===== config.mk =====
export PLATFORM = sky130hd
export DESIGN_NAME = modular_matrix_inverse_3x3
export DESIGN_NICKNAME = d
export VERILOG_FILES = /design/src/design/mmi_pkg.sv /design/src/design/mmi_cof_lane.sv /design/src/design/mmi_det_merge.sv /design/src/design/mmi_scale_lane.sv /design/src/design/modular_matrix_inverse_3x3.sv
export SDC_FILE = /design/constraint.sdc
export NUM_CORES = 2
export LEC_CHECK = 0
export BUFFER_PORTS_ARGS = -buffer_cell sky130_fd_sc_hd__buf_2
export CAP_MARGIN = 10
export CORE_MARGIN = 2
export CORE_UTILIZATION = 42
export DETAILED_ROUTE_END_ITERATION = 10
export RECOVER_POWER = 50
export SYNTH_ARGS = -nofsm -noshare
export SYNTH_HDL_FRONTEND = slang
export SYNTH_SLANG_ARGS = --single-unit

===== constraint.sdc =====
create_clock -name i_clk -period 10.69 [get_ports i_clk]
set_input_delay 1.069 -clock i_clk [delete_from_list [all_inputs] [get_ports i_clk]]
set_output_delay 1.069 -clock i_clk [all_outputs]
set_load 0.1 [all_outputs]

===== src/design/mmi_pkg.sv =====
// ----------------------------------------------------------------------------
// mmi_pkg: shared types, constants and helpers for the modular 3x3 inverse
// Holds the residue and product widths, the cofactor operand map, a small
// conditional-subtract reducer and the elaboration-time inverse table builder.
// ----------------------------------------------------------------------------
package mmi_pkg;

    // Every residue and key entry is five bits wide; a product of two is ten.
    localparam int RES_W       = 5;
    localparam int PROD_W      = 2 * RES_W;
    localparam int MODULUS_DEF = 26;
    localparam int N_ENT       = 9;
    localparam int INV_DEPTH   = 1 << RES_W;

    typedef logic [RES_W-1:0]  t_res;
    typedef logic [PROD_W-1:0] t_prod;
    typedef logic [INV_DEPTH-1:0][RES_W-1:0] t_inv_tab;

    // Determinant, its inverse and the invertible flag travel together.
    typedef struct packed {
        t_res det;
        t_res inv;
        logic invertible;
    } t_det_info;

    // Operand indices (row * 3 + column) for each signed cofactor a*b - c*d.
    // Negative cofactors are formed by swapping the two products.
    localparam int COF_IDX [N_ENT][4] = '{
        '{4, 8, 5, 7},
        '{5, 6, 3, 8},
        '{3, 7, 4, 6},
        '{2, 7, 1, 8},
        '{0, 8, 2, 6},
        '{1, 6, 0, 7},
        '{1, 5, 2, 4},
        '{2, 3, 0, 5},
        '{0, 4, 1, 3}
    };

    // Clamps a modulus below two up to two.
    function automatic t_res mod_const(input int m);
        return t_res'((m < 2) ? 2 : m);
    endfunction

    // Reduces x modulo m by restoring subtraction; valid for x < m * 2**RES_W.
    function automatic t_res mod_reduce(input t_prod x, input t_res m);
        t_prod v;
        v = x;
        for (int s = RES_W - 1; s >= 0; s--) begin
            if (v >= (t_prod'(m) << s)) begin
                v = v - (t_prod'(m) << s);
            end
        end
        return t_res'(v);
    endfunction

    // Builds the table of multiplicative inverses modulo m; zero means none.
    function automatic t_inv_tab build_inv_table(input int m);
        t_inv_tab tab;
        int       acc;
        tab = '0;
        for (int a = 0; a < INV_DEPTH; a++) begin
            if (a < m) begin
                acc = 0;
                for (int x = 1; x < m; x++) begin
                    acc = acc + a;
                    if (acc >= m) begin
                        acc = acc - m;
                    end
                    if ((acc == 1) && (tab[a] == '0)) begin
                        tab[a] = t_res'(x);
                    end
                end
            end
        end
        return tab;
    endfunction

endpackage


===== src/design/mmi_cof_lane.sv =====
// ----------------------------------------------------------------------------
// mmi_cof_lane: one cofactor lane
// Forms (a*b - c*d) mod MODULUS over two register stages: the raw products
// first, then the reduction and the nonnegative difference.
// ----------------------------------------------------------------------------
module mmi_cof_lane
    import mmi_pkg::*;
#(
    parameter int MODULUS = MODULUS_DEF
) (
    input  logic i_clk,
    input  t_res i_a,
    input  t_res i_b,
    input  t_res i_c,
    input  t_res i_d,
    output t_res o_cof
);

    localparam t_res M = mod_const(MODULUS);

    t_prod r_p, r_q;
    t_res  r_cof;
    t_res  w_pr, w_qr;
    t_res  n_cof;

    // First stage: both raw products.
    always_ff @(posedge i_clk) begin
        r_p <= t_prod'(i_a) * t_prod'(i_b);
        r_q <= t_prod'(i_c) * t_prod'(i_d);
    end

    // Second stage: reduce each product and take the difference modulo M.
    always_comb begin
        w_pr = mod_reduce(r_p, M);
        w_qr = mod_reduce(r_q, M);
        if (w_pr >= w_qr) begin
            n_cof = w_pr - w_qr;
        end else begin
            n_cof = w_pr + M - w_qr;
        end
    end

    always_ff @(posedge i_clk) begin
        r_cof <= n_cof;
    end

    assign o_cof = r_cof;

endmodule


===== src/design/mmi_det_merge.sv =====
// ----------------------------------------------------------------------------
// mmi_det_merge: determinant and inverse merge stage
// Combines the first-row cofactors with the first-row key entries into the
// determinant, then looks up its inverse modulo MODULUS. Three register stages.
// ----------------------------------------------------------------------------
module mmi_det_merge
    import mmi_pkg::*;
#(
    parameter int MODULUS = MODULUS_DEF
) (
    input  logic      i_clk,
    input  t_res      i_k [3],
    input  t_res      i_cof [3],
    output t_det_info o_info
);

    localparam t_res     M       = mod_const(MODULUS);
    localparam t_inv_tab INV_TAB = build_inv_table(int'(M));

    t_prod     r_term [3];
    t_prod     r_sum;
    t_det_info r_info;
    t_prod     n_sum;
    t_res      n_det;
    t_res      n_inv;

    // Expansion terms along row 0.
    always_ff @(posedge i_clk) begin
        for (int j = 0; j < 3; j++) begin
            r_term[j] <= t_prod'(i_k[j]) * t_prod'(i_cof[j]);
        end
    end

    // Sum of the three reduced terms stays below 3*M, so one more reduction.
    always_comb begin
        n_sum = t_prod'(mod_reduce(r_term[0], M)) + t_prod'(mod_reduce(r_term[1], M))
              + t_prod'(mod_reduce(r_term[2], M));
    end

    always_ff @(posedge i_clk) begin
        r_sum <= n_sum;
    end

    // Final reduction and inverse lookup; a zero entry marks no inverse.
    assign n_det = mod_reduce(r_sum, M);
    assign n_inv = INV_TAB[n_det];

    always_ff @(posedge i_clk) begin
        r_info.det        <= n_det;
        r_info.inv        <= n_inv;
        r_info.invertible <= (n_inv != '0);
    end

    assign o_info = r_info;

endmodule


===== src/design/mmi_scale_lane.sv =====
// ----------------------------------------------------------------------------
// mmi_scale_lane: one output lane
// Multiplies an adjugate entry by the determinant inverse and reduces it,
// forcing zero when the key matrix is singular. Two register stages.
// ----------------------------------------------------------------------------
module mmi_scale_lane
    import mmi_pkg::*;
#(
    parameter int MODULUS = MODULUS_DEF
) (
    input  logic i_clk,
    input  t_res i_adj,
    input  t_res i_inv,
    input  logic i_invertible,
    output t_res o_res
);

    localparam t_res M = mod_const(MODULUS);

    t_prod r_prod;
    logic  r_ok;
    t_res  r_res;

    // Raw product, with the invertible flag kept alongside.
    always_ff @(posedge i_clk) begin
        r_prod <= t_prod'(i_adj) * t_prod'(i_inv);
        r_ok   <= i_invertible;
    end

    // Reduction into the output register.
    always_ff @(posedge i_clk) begin
        r_res <= r_ok ? mod_reduce(r_prod, M) : '0;
    end

    assign o_res = r_res;

endmodule


===== src/design/modular_matrix_inverse_3x3.sv =====
// ----------------------------------------------------------------------------
// modular_matrix_inverse_3x3: inverse of a 3x3 key matrix modulo MODULUS
// o_done is high in the same cycle as the results that it marks.
// Throughput: one matrix per cycle; nine cofactor lanes and nine output lanes
// run in parallel, and busy stays low in operation.
// Reset: synchronous, active low; it flushes the valid pipeline and holds busy
// high until the first cycle after reset. The receiver cannot stall results.
// ----------------------------------------------------------------------------
module modular_matrix_inverse_3x3
    import mmi_pkg::*;
#(
    parameter int MODULUS = MODULUS_DEF
) (
    input  logic i_clk,
    input  logic i_rst_n,
    input  logic start,
    output logic busy,
    input  logic [4:0] i_k00,
    input  logic [4:0] i_k01,
    input  logic [4:0] i_k02,
    input  logic [4:0] i_k10,
    input  logic [4:0] i_k11,
    input  logic [4:0] i_k12,
    input  logic [4:0] i_k20,
    input  logic [4:0] i_k21,
    input  logic [4:0] i_k22,
    output logic       o_done,
    output logic [4:0] o_r00,
    output logic [4:0] o_r01,
    output logic [4:0] o_r02,
    output logic [4:0] o_r10,
    output logic [4:0] o_r11,
    output logic [4:0] o_r12,
    output logic [4:0] o_r20,
    output logic [4:0] o_r21,
    output logic [4:0] o_r22,
    output logic [4:0] o_det_residue,
    output logic       o_invertible
);

    localparam t_res M     = mod_const(MODULUS);
    localparam int   LAT   = 8;

    logic            r_busy;
    logic [LAT-1:0]  r_vld;
    logic            w_accept;
    t_res            w_k_in [N_ENT];
    t_res            r_k    [N_ENT];
    t_res            r_k0_d1 [3];
    t_res            r_k0_d2 [3];
    t_res            w_cof  [N_ENT];
    t_res            r_cof_d1 [N_ENT];
    t_res            r_cof_d2 [N_ENT];
    t_res            r_cof_d3 [N_ENT];
    t_det_info       w_info;
    t_det_info       r_info_d1;
    t_det_info       r_info_d2;
    t_res            w_res  [N_ENT];

    assign w_accept = start && !r_busy;
    assign busy     = r_busy;

    // Control: busy during reset, and the valid strobe pipeline.
    always_ff @(posedge i_clk) begin
        if (!i_rst_n) begin
            r_busy <= 1'b1;
            r_vld  <= '0;
        end else begin
            r_busy <= 1'b0;
            r_vld  <= {r_vld[LAT-2:0], w_accept};
        end
    end

    assign o_done = r_vld[LAT-1];

    // Input entries, in row-major order.
    assign w_k_in = '{i_k00, i_k01, i_k02, i_k10, i_k11, i_k12, i_k20, i_k21, i_k22};

    // Capture the key matrix, reduced into 0..M-1.
    always_ff @(posedge i_clk) begin
        for (int i = 0; i < N_ENT; i++) begin
            r_k[i] <= mod_reduce(t_prod'(w_k_in[i]), M);
        end
    end

    // Cofactor lanes.
    for (genvar g = 0; g < N_ENT; g++) begin : g_cof
        mmi_cof_lane #(
            .MODULUS (MODULUS)
        ) u_cof (
            .i_clk (i_clk),
            .i_a   (r_k[COF_IDX[g][0]]),
            .i_b   (r_k[COF_IDX[g][1]]),
            .i_c   (r_k[COF_IDX[g][2]]),
            .i_d   (r_k[COF_IDX[g][3]]),
            .o_cof (w_cof[g])
        );
    end

    // Row 0 of the key follows the cofactor lanes so the merge sees both together.
    always_ff @(posedge i_clk) begin
        for (int j = 0; j < 3; j++) begin
            r_k0_d1[j] <= r_k[j];
            r_k0_d2[j] <= r_k0_d1[j];
        end
    end

    // Determinant and inverse.
    mmi_det_merge #(
        .MODULUS (MODULUS)
    ) u_det (
        .i_clk  (i_clk),
        .i_k    (r_k0_d2),
        .i_cof  (w_cof[0:2]),
        .o_info (w_info)
    );

    // Cofactors wait for the inverse; determinant info follows the output lanes.
    always_ff @(posedge i_clk) begin
        for (int i = 0; i < N_ENT; i++) begin
            r_cof_d1[i] <= w_cof[i];
            r_cof_d2[i] <= r_cof_d1[i];
            r_cof_d3[i] <= r_cof_d2[i];
        end
        r_info_d1 <= w_info;
        r_info_d2 <= r_info_d1;
    end

    // Output lanes: entry (r, c) of the inverse uses cofactor (c, r).
    for (genvar r = 0; r < 3; r++) begin : g_row
        for (genvar c = 0; c < 3; c++) begin : g_col
            mmi_scale_lane #(
                .MODULUS (MODULUS)
            ) u_scale (
                .i_clk        (i_clk),
                .i_adj        (r_cof_d3[c * 3 + r]),
                .i_inv        (w_info.inv),
                .i_invertible (w_info.invertible),
                .o_res        (w_res[r * 3 + c])
            );
        end
    end

    assign o_r00         = w_res[0];
    assign o_r01         = w_res[1];
    assign o_r02         = w_res[2];
    assign o_r10         = w_res[3];
    assign o_r11         = w_res[4];
    assign o_r12         = w_res[5];
    assign o_r20         = w_res[6];
    assign o_r21         = w_res[7];
    assign o_r22         = w_res[8];
    assign o_det_residue = r_info_d2.det;
    assign o_invertible  = r_info_d2.invertible;

endmodule


==> results by group <==
Place
  – GPL Wtd Cong: 0.884
  – Port bufs: 100
  – Post-Place Cells: 10700
  – Post-detail-place hpwl: 127 mm

STA
  – Worst Clk Skew: 0.0392 ns
  – Fmax: 126 MHz
  – Accumulated negative setup slack: 0 ns
  – Worst-Margin Slew: between 2 and 2.5 ns
  – RSZ-0062 raised after global routing: no
  – # setup viols final: 0
  – Slew HR: -0.517
  – Final hold vios: 0
  – Minimum clock period: between 7 and 8 ns
  – Post-route clock period utilization: 0.745
  – Fin. max-slew vios: between 200 and 300

Worst setup path
  – Data required, critical path: 11.27 ns
  – Most used cell, CP: ha_1
  – Crit path launch type: flip-flop
  – Kind of critical path: reg2reg
  – Crit end category: flip-flop
  – Worst Path Arrival: 8.54 ns
  – Highest net fanout along the worst path: 12
  – CP max-delay cell: or4_1
  – Max stage delay on crit path: about 0.65 ns

Clock network
  – Clock Latency Late Sink: approximately 0.70 ns
  – Num CTS Buffers: 84
  – Max Root-Sink Buffers: 3
  – CTS tree: done
  – CTS hold repair buffers: 0
  – Root Buffer: clkbuf_16
  – Cts repair resizes: 0
  – Clock Pin Slew Worst Setup and Hold Paths: roughly 0.050 ns
  – Post-CTS Setup Inserts: 0
  – Htree depth: 3
  – CTS Sinks: 639

Routing
  – Routed vias/inst: 5.57
  – DRT Wirelength: 165 mm
  – DR iter-0 viols: between 3000 and 4000
  – Routed WL per cell: 15.2 um
  – Post-route ant nets: 0
  – Vias: 60400
  – Pre-Repair DR Iteration Count: 5
  – Drt drc: 0

Logic synthesis
  – Post-Syn Area: 71400 sq um
  – Synth Register Bits: 639
  – Syn nets: about 10000
  – Async SR Flop Fraction: 0
  – Register area share after synthesis: 0.179
  – EDFF count, synth: 0
  – Top cell type's share of synthesized area: 0.179
  – Ys flop type: dfxtp_1
  – Largest cells by area after synthesis: dfxtp_1, ha_1, fa_1, and2_1, inv_1
  – Yosys warnings: 0
  – Synthesized area per cell: 8.33 sq um
  – Synth area leader: dfxtp_1
  – Distinct cell type count after synthesis: about 140
  – Cells after Synth: 8572

Die
  – Die Y: 416 um
  – Die W: 416 um
  – Cell Rows: 151
  – Starting Density: 0.422
  – IO Pins: slightly above 100
  – Die area: 173000 sq um
  – Core area: between 150000 and 200000 sq um

Worst hold path
  – Hold Crit Class: reg2reg

Global routing
  – Total grt overflow: 0
  – GRT Resource Usage Total: 0.188
  – Global-route wire length before repair: 281 mm
  – Largest net degree at the start of global routing: 46
  – Vias in the first global route: 58600
  – Antenna violations before repair: 11

Cells and area
  – Layout area overhead: 7.71%
  – Layout cells sized above 1: 0.0662
  – # nets final: 9820
  – Register area: 12800 sq um
  – Multi-input gate area: 54300 sq um
  – Final cell count without fillers: 10900
  – # fillers: about 17000

Status
  – Status: finished with violations
  – Failing checks: max-capacitance violations, max-slew violations

Job
  – Max_cap viols: 12
[cells by family after synthesis]
kind of cell             share of synthesized area
AND/OR/NAND/NOR                              0.196
AO/OA/AOI/OAI                                0.230
adder cells (fa/ha/maj)                      0.244
buffers and inverters                       0.0601
flip-flops                                   0.179
XOR/XNOR                                    0.0547
multiplexers                                0.0364
[synthesized netlist by cell type (67+ instances only)]
cell type,count
a21o_1,149
mux2i_1,176
nand2_1,697
inv_1,875
nor2_1,382
and2_1,546
nand3_1,166
nand2b_1,94
ha_1,911
fa_1,299
xnor2_1,339
o21bai_1,142
a21oi_1,508
o21ai_0,287
dfxtp_1,639
o211ai_1,79
xor2_1,103
a31oi_1,126
o31ai_1,67
nor3_1,155
clkbuf_1,202
a211oi_1,71
or3_1,73
nor2b_1,114
o21a_1,76
[worst paths after layout]
path	cells after the start	from	endpoint	slack (ns)
worst max-delay path	33	g_cof[1].u_cof.r_p[5]	g_cof[1].u_cof.o_cof[4]	2.73
worst min register to register	0	r_cof_d1[1][3]	r_cof_d2[0][8]	0.30
worst max register to register	33	g_cof[1].u_cof.r_p[5]	g_cof[1].u_cof.o_cof[4]	2.73
worst min-delay path	0	r_cof_d1[1][3]	r_cof_d2[0][8]	0.30
[sequential cells by signal, summed over array words and instances, names as in the netlist, 5 cells and up]
name and flops:
g_cof.u_cof.r_p 90, g_cof.u_cof.r_q 90, g_row.g_col.u_scale.r_prod 90, g_cof.u_cof.o_cof 45
g_row.g_col.u_scale.o_res 45, r_cof_d1 45, r_cof_d2 45, r_cof_d3 45
r_k 45, u_det.r_term 30, r_k0_d1 15, r_k0_d2 15
u_det.o_info 11, r_vld 8, u_det.r_sum 7, o_det_residue 5
r_info_d1 5
[worst max-delay path: cells and delay by family (launching register included)]
| family | cells | cell delay, ns |
|---|---|---|
| AND/OR/NAND/NOR | 9 | 2.17 |
| AO/OA/AOI/OAI | 14 | 2.78 |
| adder cells (fa/ha/maj) | 5 | 1.21 |
| XOR/XNOR | 3 | 0.65 |
| flip-flops | 1 | 0.57 |
| buffers and inverters | 1 | 0.08 |
| multiplexers | 1 | 0.38 |
[metal layers]
metal,vias up,global-route usage,routed length [um]
met2,1123,0.318,74700
met3,233,0.0227,6920
met1,28600,0.251,78800
met4,8,0.0531,4060
met5,-,0,51
li1,30500,-,-
[layout by cell type, fill, tap and decap left out, types with 142 or more instances in the layout]
cell and instances:
fa_1 299, ha_1 911, a21o_1 149, nand3_1 166, nand2_1 697, nor3_1 155
o21bai_1 142, o21ai_0 287, a21oi_1 508, dfxtp_1 639, nor2_1 382, mux2i_1 176
xnor2_1 339, and2_1 461, inv_1 875
[through the flow]
step	utilization	hold WS (ns)	instance area (sq um)	setup slack (ns)
final	0.455	0.304	76900	2.73
after global routing	0.455	0.310	76900	1.90
after CTS	0.455	0.293	77000	2.76
after detailed placement	0.438	0.312	74000	2.80
after global placement	0.438	0.311	74000	3.05
after floorplan	-	0.310	71400	3.75
[layout make-up]
class / instances / area share
repair buffers: 146 / 0.00974
inverters: 882 / 0.0430
clock inverters: 49 / 0.00771
multi-input cells: 6809 / 0.706
flip-flops and latches: 639 / 0.166
diodes: 4 / 0.000130
well taps: 2218 / 0.0361
clock buffers: 106 / 0.0307
Power is not shown: default switching activity piles up to over one toggle a cycle in this logic, so the estimate is an artifact.
